[src/hdl/mcgp_pkg.sv]
`timescale 1ns / 1ps
// Shared types and constants for the cloud group parser.
// Holds the parse phase enum, token state struct and result struct; no dependencies.
package mcgp_pkg;

    localparam int MAX_TOKEN_LEN = 9;
    localparam int CNT_W         = 4;
    localparam int HEIGHT_W      = 24;
    localparam int MIN_TOKEN_LEN = 3;

    typedef enum logic [5:0] {
        PH_START  = 6'b000001,
        PH_EXACT  = 6'b000010,
        PH_AFTER  = 6'b000100,
        PH_SLASH  = 6'b001000,
        PH_DIGITS = 6'b010000,
        PH_CLASS  = 6'b100000
    } t_phase;

    localparam logic [3:0] COV_UNKNOWN = 4'd0;
    localparam logic [3:0] COV_CLR     = 4'd1;
    localparam logic [3:0] COV_FEW     = 4'd2;
    localparam logic [3:0] COV_SCT     = 4'd3;
    localparam logic [3:0] COV_BKN     = 4'd4;
    localparam logic [3:0] COV_OVC     = 4'd5;
    localparam logic [3:0] COV_VV      = 4'd6;
    localparam logic [3:0] COV_NSC     = 4'd7;
    localparam logic [3:0] COV_NCD_SKC = 4'd8;

    localparam logic [7:0] CH_V     = 8'h56;
    localparam logic [7:0] CH_SLASH = 8'h2F;
    localparam logic [7:0] CH_ZERO  = 8'h30;
    localparam logic [7:0] CH_NINE  = 8'h39;

    typedef struct packed {
        logic [CNT_W-1:0]    byte_count;
        t_phase              phase;
        logic [3:0]          coverage;
        logic [HEIGHT_W-1:0] height;
        logic                digits_seen;
        logic [2:0][7:0]     cls;
        logic [1:0]          cls_count;
        logic                err;
    } t_tok;

    localparam t_tok TOK_RESET = '{
        byte_count:  '0,
        phase:       PH_START,
        coverage:    COV_UNKNOWN,
        height:      '0,
        digits_seen: 1'b0,
        cls:         '0,
        cls_count:   2'd0,
        err:         1'b0
    };

    typedef struct packed {
        logic                valid_res;
        logic [3:0]          coverage;
        logic                height_present;
        logic [HEIGHT_W-1:0] height;
        logic [2:0][7:0]     cls;
        logic [1:0]          cls_length;
    } t_result;

endpackage

[src/hdl/metar_cloud_group_parser.sv]
`timescale 1ns / 1ps
// The result appears in the output register in the cycle after the last byte's beat.
// Throughput: one byte per cycle while no result waits to be taken; a new token may start right after a last byte.
// A result that waits to be taken stalls input beats while i_out_ready is low; with i_out_ready high they proceed.
// Reset (i_rst_n low, synchronous) clears token state and the output valid flag.
// Depends on mcgp_pkg and mcgp_next.
module metar_cloud_group_parser
    import mcgp_pkg::*;
(
    input  logic                i_clk,
    input  logic                i_rst_n,
    input  logic                i_in_valid,
    output logic                o_in_ready,
    input  logic [7:0]          i_char_in,
    input  logic                i_is_last,
    output logic                o_out_valid,
    input  logic                i_out_ready,
    output logic                o_valid_res,
    output logic [3:0]          o_coverage,
    output logic                o_height_present,
    output logic [HEIGHT_W-1:0] o_height,
    output logic [7:0]          o_class_char0,
    output logic [7:0]          o_class_char1,
    output logic [7:0]          o_class_char2,
    output logic [1:0]          o_class_length
);

    t_tok       r_state;
    t_tok       n_state;
    logic [7:0] r_head0;
    logic [7:0] r_head1;
    t_result    r_out;
    t_result    n_out;
    logic       r_out_valid;
    logic       in_beat;
    logic       tok_ok;

    assign o_in_ready = !r_out_valid || i_out_ready;
    assign in_beat    = i_in_valid && o_in_ready;

    mcgp_next u_next (
        .i_state (r_state),
        .i_head0 (r_head0),
        .i_head1 (r_head1),
        .i_char  (i_char_in),
        .o_state (n_state)
    );

    assign tok_ok = !n_state.err && (n_state.byte_count >= CNT_W'(MIN_TOKEN_LEN))
                    && (n_state.phase != PH_START);

    always_comb begin
        n_out = '0;
        if (tok_ok) begin
            n_out.valid_res      = 1'b1;
            n_out.coverage       = n_state.coverage;
            n_out.height_present = n_state.digits_seen;
            n_out.height         = n_state.height;
            n_out.cls            = n_state.cls;
            n_out.cls_length     = n_state.cls_count;
        end
    end

    always_ff @(posedge i_clk) begin
        if (!i_rst_n) begin
            r_state     <= TOK_RESET;
            r_out_valid <= 1'b0;
        end else begin
            if (in_beat) begin
                r_state <= i_is_last ? TOK_RESET : n_state;
            end
            if (in_beat && i_is_last) begin
                r_out_valid <= 1'b1;
            end else if (i_out_ready) begin
                r_out_valid <= 1'b0;
            end
        end
    end

    always_ff @(posedge i_clk) begin
        if (in_beat && !r_state.err && r_state.phase == PH_START) begin
            if (r_state.byte_count == CNT_W'(0)) begin
                r_head0 <= i_char_in;
            end
            if (r_state.byte_count == CNT_W'(1)) begin
                r_head1 <= i_char_in;
            end
        end
        if (in_beat && i_is_last) begin
            r_out <= n_out;
        end
    end

    assign o_out_valid      = r_out_valid;
    assign o_valid_res      = r_out.valid_res;
    assign o_coverage       = r_out.coverage;
    assign o_height_present = r_out.height_present;
    assign o_height         = r_out.height;
    assign o_class_char0    = r_out.cls[0];
    assign o_class_char1    = r_out.cls[1];
    assign o_class_char2    = r_out.cls[2];
    assign o_class_length   = r_out.cls_length;

    a_last_gives_result: assert property (@(posedge i_clk) disable iff (!i_rst_n)
        in_beat && i_is_last |=> o_out_valid)
        else $error("last beat did not load a result");

    a_mid_no_result: assert property (@(posedge i_clk) disable iff (!i_rst_n)
        in_beat && !i_is_last && !o_out_valid |=> !o_out_valid)
        else $error("result raised without a last beat");

    a_token_cleared: assert property (@(posedge i_clk) disable iff (!i_rst_n)
        in_beat && i_is_last |=> r_state.byte_count == '0 && !r_state.err
            && r_state.phase == PH_START)
        else $error("token state not cleared after last beat");

    a_invalid_zero: assert property (@(posedge i_clk) disable iff (!i_rst_n)
        o_out_valid && !o_valid_res |-> o_coverage == COV_UNKNOWN
            && o_height == '0 && o_class_length == 2'd0 && !o_height_present)
        else $error("invalid result carries nonzero fields");

    a_no_height_zero: assert property (@(posedge i_clk) disable iff (!i_rst_n)
        o_out_valid && !o_height_present |-> o_height == '0)
        else $error("height reported without digits");

endmodule

[src/hdl/mcgp_next.sv]
`timescale 1ns / 1ps
// Next token state for one byte of a cloud group.
// Combinational; uses mcgp_pkg types and constants.
module mcgp_next
    import mcgp_pkg::*;
(
    input  t_tok       i_state,
    input  logic [7:0] i_head0,
    input  logic [7:0] i_head1,
    input  logic [7:0] i_char,
    output t_tok       o_state
);

    function automatic t_tok add_class(input t_tok s, input logic [7:0] c);
        t_tok r;
        r = s;
        if (s.cls_count == 2'd3) begin
            r.err = 1'b1;
        end else begin
            r.cls[s.cls_count] = c;
            r.cls_count        = s.cls_count + 2'd1;
        end
        return r;
    endfunction

    logic                is_digit;
    logic                is_slash;
    logic [3:0]          dval;
    logic [23:0]         head3;
    logic [HEIGHT_W-1:0] height_x10;
    t_tok                n;

    assign is_digit   = (i_char >= CH_ZERO) && (i_char <= CH_NINE);
    assign is_slash   = (i_char == CH_SLASH);
    assign dval       = i_char[3:0];
    assign head3      = {i_head0, i_head1, i_char};
    assign height_x10 = (i_state.height << 3) + (i_state.height << 1);

    always_comb begin
        n = i_state;
        if (!i_state.err) begin
            if (i_state.byte_count >= CNT_W'(MAX_TOKEN_LEN)) begin
                n.err = 1'b1;
            end else begin
                n.byte_count = i_state.byte_count + CNT_W'(1);
                case (i_state.phase)
                    PH_START: begin
                        if (i_state.byte_count == CNT_W'(1) && i_head0 == CH_V
                            && i_char == CH_V) begin
                            n.coverage = COV_VV;
                            n.phase    = PH_AFTER;
                        end else if (i_state.byte_count == CNT_W'(2)) begin
                            if (head3 == "NSC") begin
                                n.coverage = COV_NSC;
                                n.phase    = PH_EXACT;
                            end else if (head3 == "NCD" || head3 == "SKC") begin
                                n.coverage = COV_NCD_SKC;
                                n.phase    = PH_EXACT;
                            end else if (head3 == "CLR") begin
                                n.coverage = COV_CLR;
                                n.phase    = PH_AFTER;
                            end else if (head3 == "FEW") begin
                                n.coverage = COV_FEW;
                                n.phase    = PH_AFTER;
                            end else if (head3 == "SCT") begin
                                n.coverage = COV_SCT;
                                n.phase    = PH_AFTER;
                            end else if (head3 == "BKN") begin
                                n.coverage = COV_BKN;
                                n.phase    = PH_AFTER;
                            end else if (head3 == "OVC") begin
                                n.coverage = COV_OVC;
                                n.phase    = PH_AFTER;
                            end else begin
                                n.err = 1'b1;
                            end
                        end
                    end
                    PH_EXACT: begin
                        n.err = 1'b1;
                    end
                    PH_AFTER: begin
                        if (is_digit) begin
                            n.height      = HEIGHT_W'(dval);
                            n.digits_seen = 1'b1;
                            n.phase       = PH_DIGITS;
                        end else begin
                            n       = add_class(n, i_char);
                            n.phase = is_slash ? PH_SLASH : PH_CLASS;
                        end
                    end
                    PH_SLASH: begin
                        if (is_slash && i_state.cls_count == 2'd2) begin
                            n.cls       = '0;
                            n.cls_count = 2'd0;
                            n.phase     = PH_CLASS;
                        end else begin
                            n = add_class(n, i_char);
                            if (!is_slash) begin
                                n.phase = PH_CLASS;
                            end
                        end
                    end
                    PH_DIGITS: begin
                        if (is_digit) begin
                            n.height = height_x10 + HEIGHT_W'(dval);
                        end else begin
                            n       = add_class(n, i_char);
                            n.phase = PH_CLASS;
                        end
                    end
                    PH_CLASS: begin
                        n = add_class(n, i_char);
                    end
                    default: begin
                        n.err = 1'b1;
                    end
                endcase
            end
        end
    end

    assign o_state = n;

endmodule
[config.mk]
export PLATFORM = sky130hd
export DESIGN_NAME = metar_cloud_group_parser
export DESIGN_NICKNAME = d
export VERILOG_FILES = /design/src/hdl/mcgp_pkg.sv /design/src/hdl/metar_cloud_group_parser.sv /design/src/hdl/mcgp_next.sv
export SDC_FILE = /design/constraint.sdc
export NUM_CORES = 1
export LEC_CHECK = 0
export BUFFER_PORTS_ARGS = -buffer_cell sky130_fd_sc_hd__clkbuf_2
export CAP_MARGIN = 20
export CORE_AREA = 2 2 160 162
export DETAILED_ROUTE_END_ITERATION = 8
export DIE_AREA = 0 0 162 164
export HOLD_SLACK_MARGIN = 0.12
export SLEW_MARGIN = 25
export SYNTH_ARGS = -nofsm -noshare
export SYNTH_HDL_FRONTEND = slang
export SYNTH_HIERARCHICAL = 1
export SYNTH_SLANG_ARGS = --single-unit
[constraint.sdc]
create_clock -name i_clk -period 10.86 [get_ports i_clk]
set_input_delay 2.172 -clock i_clk [delete_from_list [all_inputs] [get_ports i_clk]]
set_output_delay 2.172 -clock i_clk [all_outputs]
set_load 0.02 [all_outputs]
# ---- Word-level counts from Yosys, hierarchy flattened
# Cells that the tools add are included.
dict set report op_classes {
  n_reduce_logical 20
  n_addsub 4
  eq_ne 21
  muxes 44
  n_lt_le_gt_ge 6
}
# op count
set ops {}
lappend ops {{51-bit one-hot mux with 4 select lines} 1}
lappend ops {{24-bit by 23-bit == test with 1-bit output, second input constant} 8}
lappend ops {{66-bit 2-to-1 mux} 2}
lappend ops {{10-bit 2-to-1 mux} 10}
lappend ops {{65-bit 2-to-1 mux} 1}
lappend ops {{56-bit 2-to-1 mux} 1}
lappend ops {{27-bit 2-to-1 mux} 2}
lappend ops {{26-bit 2-to-1 mux} 2}
lappend ops {{10-bit one-hot mux with 4 select lines} 1}
lappend ops {{25-bit 2-to-1 mux} 1}
lappend ops {{24-bit adder} 1}
lappend ops {{24-bit by 4-bit adder with 24-bit output} 1}
lappend ops {{24-bit bitwise mux} 1}
lappend ops {{24-bit 2-to-1 mux} 1}
lappend ops {{6-bit 2-to-1 mux} 4}
lappend ops {{8-bit demux with 2-bit select} 1}
lappend ops {{8-bit by 7-bit == test with 1-bit output, second input constant} 2}
lappend ops {{1-bit 2-to-1 mux} 14}
lappend ops {{1-bit logical AND} 11}
lappend ops {{8-bit by 6-bit == test with 1-bit output, second input constant} 1}
lappend ops {{8-bit by 6-bit greater-or-equal comparator with 1-bit output, second input constant} 1}
lappend ops {{8-bit by 6-bit less-or-equal comparator with 1-bit output, second input constant} 1}
lappend ops {{8-bit 2-to-1 mux} 1}
lappend ops {{6-bit by 1-bit == test with 1-bit output, second input constant} 1}
lappend ops {{20 further kinds} 25}
dict set report totals {
  wordCells 116
  regBits 139
  out_inout_bits 58
  in_bits 13
}

# ---- Logic depth before layout (Yosys ltp)
dict set report depth {
  word_depth 17
  depth_mapped 15
  mapped_depth_nobuf 14
}

# ---- Hierarchy
# Netlist, hierarchy kept.
# module instances seq_area_each_um2 cells_per_inst area_per_inst_um2
set modules_own_cells {}
lappend modules_own_cells {metar_cloud_group_parser 1 3503.4 446 5570.3}
lappend modules_own_cells {mcgp_next 1 0.0 441 2985.4}

# ---- Least setup slack after synthesis
# Ideal clock, no wire load.
dict set report synth_timing {
  kind {input to register}
  startpoint {in i_char_in[3]}
  endpoint {reg r_out, in the netlist o_height[22], data pin}
  slack_ps 5438
  arrival_time_ps 5168
  path_stages 14
  path_cell_list {clkbuf_1 inv_1 fa_1 inv_1 fa_1 a211oi_1 o21bai_1 or4_1 a31oi_1 a21oi_1 a31oi_1 xor2_1 o21ai_1 and2_1}
}
# element line_no
set synth_rtl {}
lappend synth_rtl {{start: declaration} metar_cloud_group_parser.sv:14} ;# input logic [7:0] i_char_in,
lappend synth_rtl {{end signal: assignment} metar_cloud_group_parser.sv:90} ;# r_out <= n_out;
lappend synth_rtl {{end: declaration} metar_cloud_group_parser.sv:32} ;# t_result r_out;

==> impl_metrics.csv <==
group,metric,value,unit
critical_path,worstPathCellList,"clkbuf_2, inv_1, fa_1, inv_1, fa_1, a211oi_1, o21bai_1, or4_1, a31oi_1, a21oi_1, a31oi_1, xor2_1, o21ai_1, and2_1",
critical_path,crit_type,"in -> reg",
finish,final_cells,1271,
critical_path,crit_slowest_cell,"fa_1",
power,total_power,1.24,mW
placed_design,numPortBuffers,70,
synthesis,synth_edf_count,72,
synthesis,synth-seq-cells,139,
finish,final_common_cell,"nand2_1",
timing,setup_violations,0,
finish,fillers,2455,
grt,grt_pass1_wl,33500,um
finish,layout-drive-gt1-share,0.145,
clock_network,numCtsBuffers,17,
timing,fmax,184,MHz
critical_path,worstPathArrival,5.63,ns
clock_network,hold_buffers,0,
floorplanning,die_x,162,um
timing,fin_crit,5.45,ns
power,peakVddDrop,0.0884,mV
route,drc,0,
clock_network,cts_htree_levels,4,
job,drv_cap,0,
finish,multi_input_area,4710,sq um
synthesis,syn_area_per_cell,9.65,sq um
clock_network,path_clk_slew,0.06,ns
critical_path,start_kind,"input port",
critical_path,path_max_fanout,14,
finish,final_util,0.391,
grt,antenna_found_initial,0,
placed_design,place_congestion,0.871,
clock_network,clockRootBuffer,"clkbuf_16",
grt,grt_start_max_net_pins,94,
placed_design,dp.cells,1239,
finish,seq_area,3500,sq um
route,post_drt_via_cell_ratio,5.24,
synthesis,synth_flop_cell,"edfxtp_1",
critical_path,required,11.04,ns
floorplanning,die_height,164,um
hold_path,min_path_type,"reg -> reg",
grt,grt_overflow,0,
route,totalWireLength,21000,um
floorplanning,io_pins,71,
critical_path,cp-end-kind,"flip-flop",
clock_network,ctsResizeCount,0,
status,status,"finished clean",
critical_path,cpPeakStageDelay,0.50,ns
timing,slew_viol_final,0,
floorplanning,start_util,0.345,
synthesis,yosysUniqueCellTypes,74,
clock_network,clock_path_buffers,2,
route,post_drt_wl_per_cell,16.5,um
clock_network,clkSinkCount,139,
clock_network,cts_tree,"done",
finish,nNetsFinal,989,
timing,holdWs,0.455,ns
route,vias,6658,
grt,gr-usage-all-layers,0.159,
power,p_leak,3.84,nW
grt,first_global_vias,6072,
timing,hold_violations,0,
route,drtAntennaViolNets,0,
synthesis,ys_seq_area_frac,0.409,
clock_network,postCtsSetupBuffers,0,
synthesis,synth_area,8560,sq um
clock_network,clock_latency,0.43,ns
synthesis,syn-num-nets,948,
route,drt-initial-drc-count,415,
timing,slew_headroom,0.355,
route,drtPass1Iterations,5,
finish,antenna_cells,0,
placed_design,post-dp-hpwl,14100,um
timing,final.period_utilization,0.501,
floorplanning,core,24800,sq um
timing,finalSetupTns,0,ns
synthesis,synth_warnings,6,
floorplanning,die-area,26600,sq um
synthesis,netlist_instances,887,
finish,syn_to_final_growth,13.4,%
timing,finClkSkew,0.00937,ns
finish,layout_common_cells,"nand2_1, edfxtp_1, clkbuf_2",
synthesis,async_reset_ff_frac,0,
timing,rsz0062_at_grt,"false",
power,p_per_area,128,nW/um^2
floorplanning,rows,58,
timing,tightest_slew,0.964,ns
==> final cells by class <==
| type | instances | area share |
|---|---|---|
| Inverter | 19 | 0.00735 |
| Clock buffer | 19 | 0.0467 |
| Sequential cell | 139 | 0.361 |
| Timing Repair Buffer | 76 | 0.0410 |
| Multi-Input combinational cell | 675 | 0.485 |
| Tap cell | 330 | 0.0426 |
| Clock inverter | 13 | 0.0157 |
==> flip-flops by register name, indices dropped and copies added (netlist names) <==
signal            cells
r_state              66
o_height             24
o_class_char0         8
o_class_char1         8
o_class_char2         8
r_head0               8
r_head1               8
o_coverage            4
o_class_length        2
o_height_present      1
o_out_valid           1
o_valid_res           1
==> cells by family (layout without fill, tap and decap cells) <==
kind of cell | Yosys count | count (layout) | share of synthesized area
DFF | 139 | 139 | 0.409
xor gates and xnor gates | 24 | 24 | 0.0246
muxes | 67 | 67 | 0.0790
buffers and inverters | 73 | 127 | 0.0439
AOI/OAI and AO/OA | 152 | 152 | 0.120
adders and majority gates | 48 | 48 | 0.0720
and+or+nand+nor | 384 | 384 | 0.251
==> path summary, 6_finish.rpt <==
kind / start / to / slack, ns / cells after the start
setup / recovery: i_char_in[3] / o_height[22] / 5.41 / 14
hold / removal: r_state[3] / r_state[3] / 0.45 / 2
setup reg to reg: r_state[63] / o_coverage[1] / 6.80 / 11
hold reg to reg: r_state[3] / r_state[3] / 0.45 / 2
==> worst max-delay path, delay by kind of cell <==
family | cells | cell delay, ns
fa+ha+maj | 2 | 0.98
simple gates | 2 | 0.60
xor+xnor | 1 | 0.16
compound gates | 6 | 1.24
buf+inv | 3 | 0.48
==> metal layers <==
layer | up-vias | GRT usage | share of wire
li1 | 3292 | - | -
met1 | 3186 | 0.232 | 0.50
met2 | 163 | 0.241 | 0.44
met3 | 17 | 0.0240 | 0.042
met4 | 0 | 0.0531 | 0.014
met5 | - | 0 | 0
==> cell usage after synthesis (19+ instances only) <==
cell type,instances,share of area
edfxtp_1,72,0.25
nand3b_1,67,0.059
nor2_1,36,0.016
o21ai_0,38,0.022
dfxtp_1,67,0.16
mux2i_1,66,0.077
a21oi_1,28,0.016
inv_1,19,0.0083
clkbuf_1,30,0.013
ha_1,46,0.067
and2_1,58,0.042
a22o_1,25,0.026
nand2_1,131,0.057
==> through the flow <==
step	setup slack, ns	area, sq um
final	5.41	9700
after global routing	5.18	9700
after CTS	5.46	9700
after detailed placement	5.01	9090
after global placement	5.05	9080
after floorplan	5.44	8560
==> power by group <==
group / switching (mW) / internal [mW]
clock: 0.242 / 0.355
combinational: 0.0522 / 0.0228
sequential: 0.00517 / 0.563
total: 0.300 / 0.941
No activity file was read; power rests on OpenSTA's default activity.
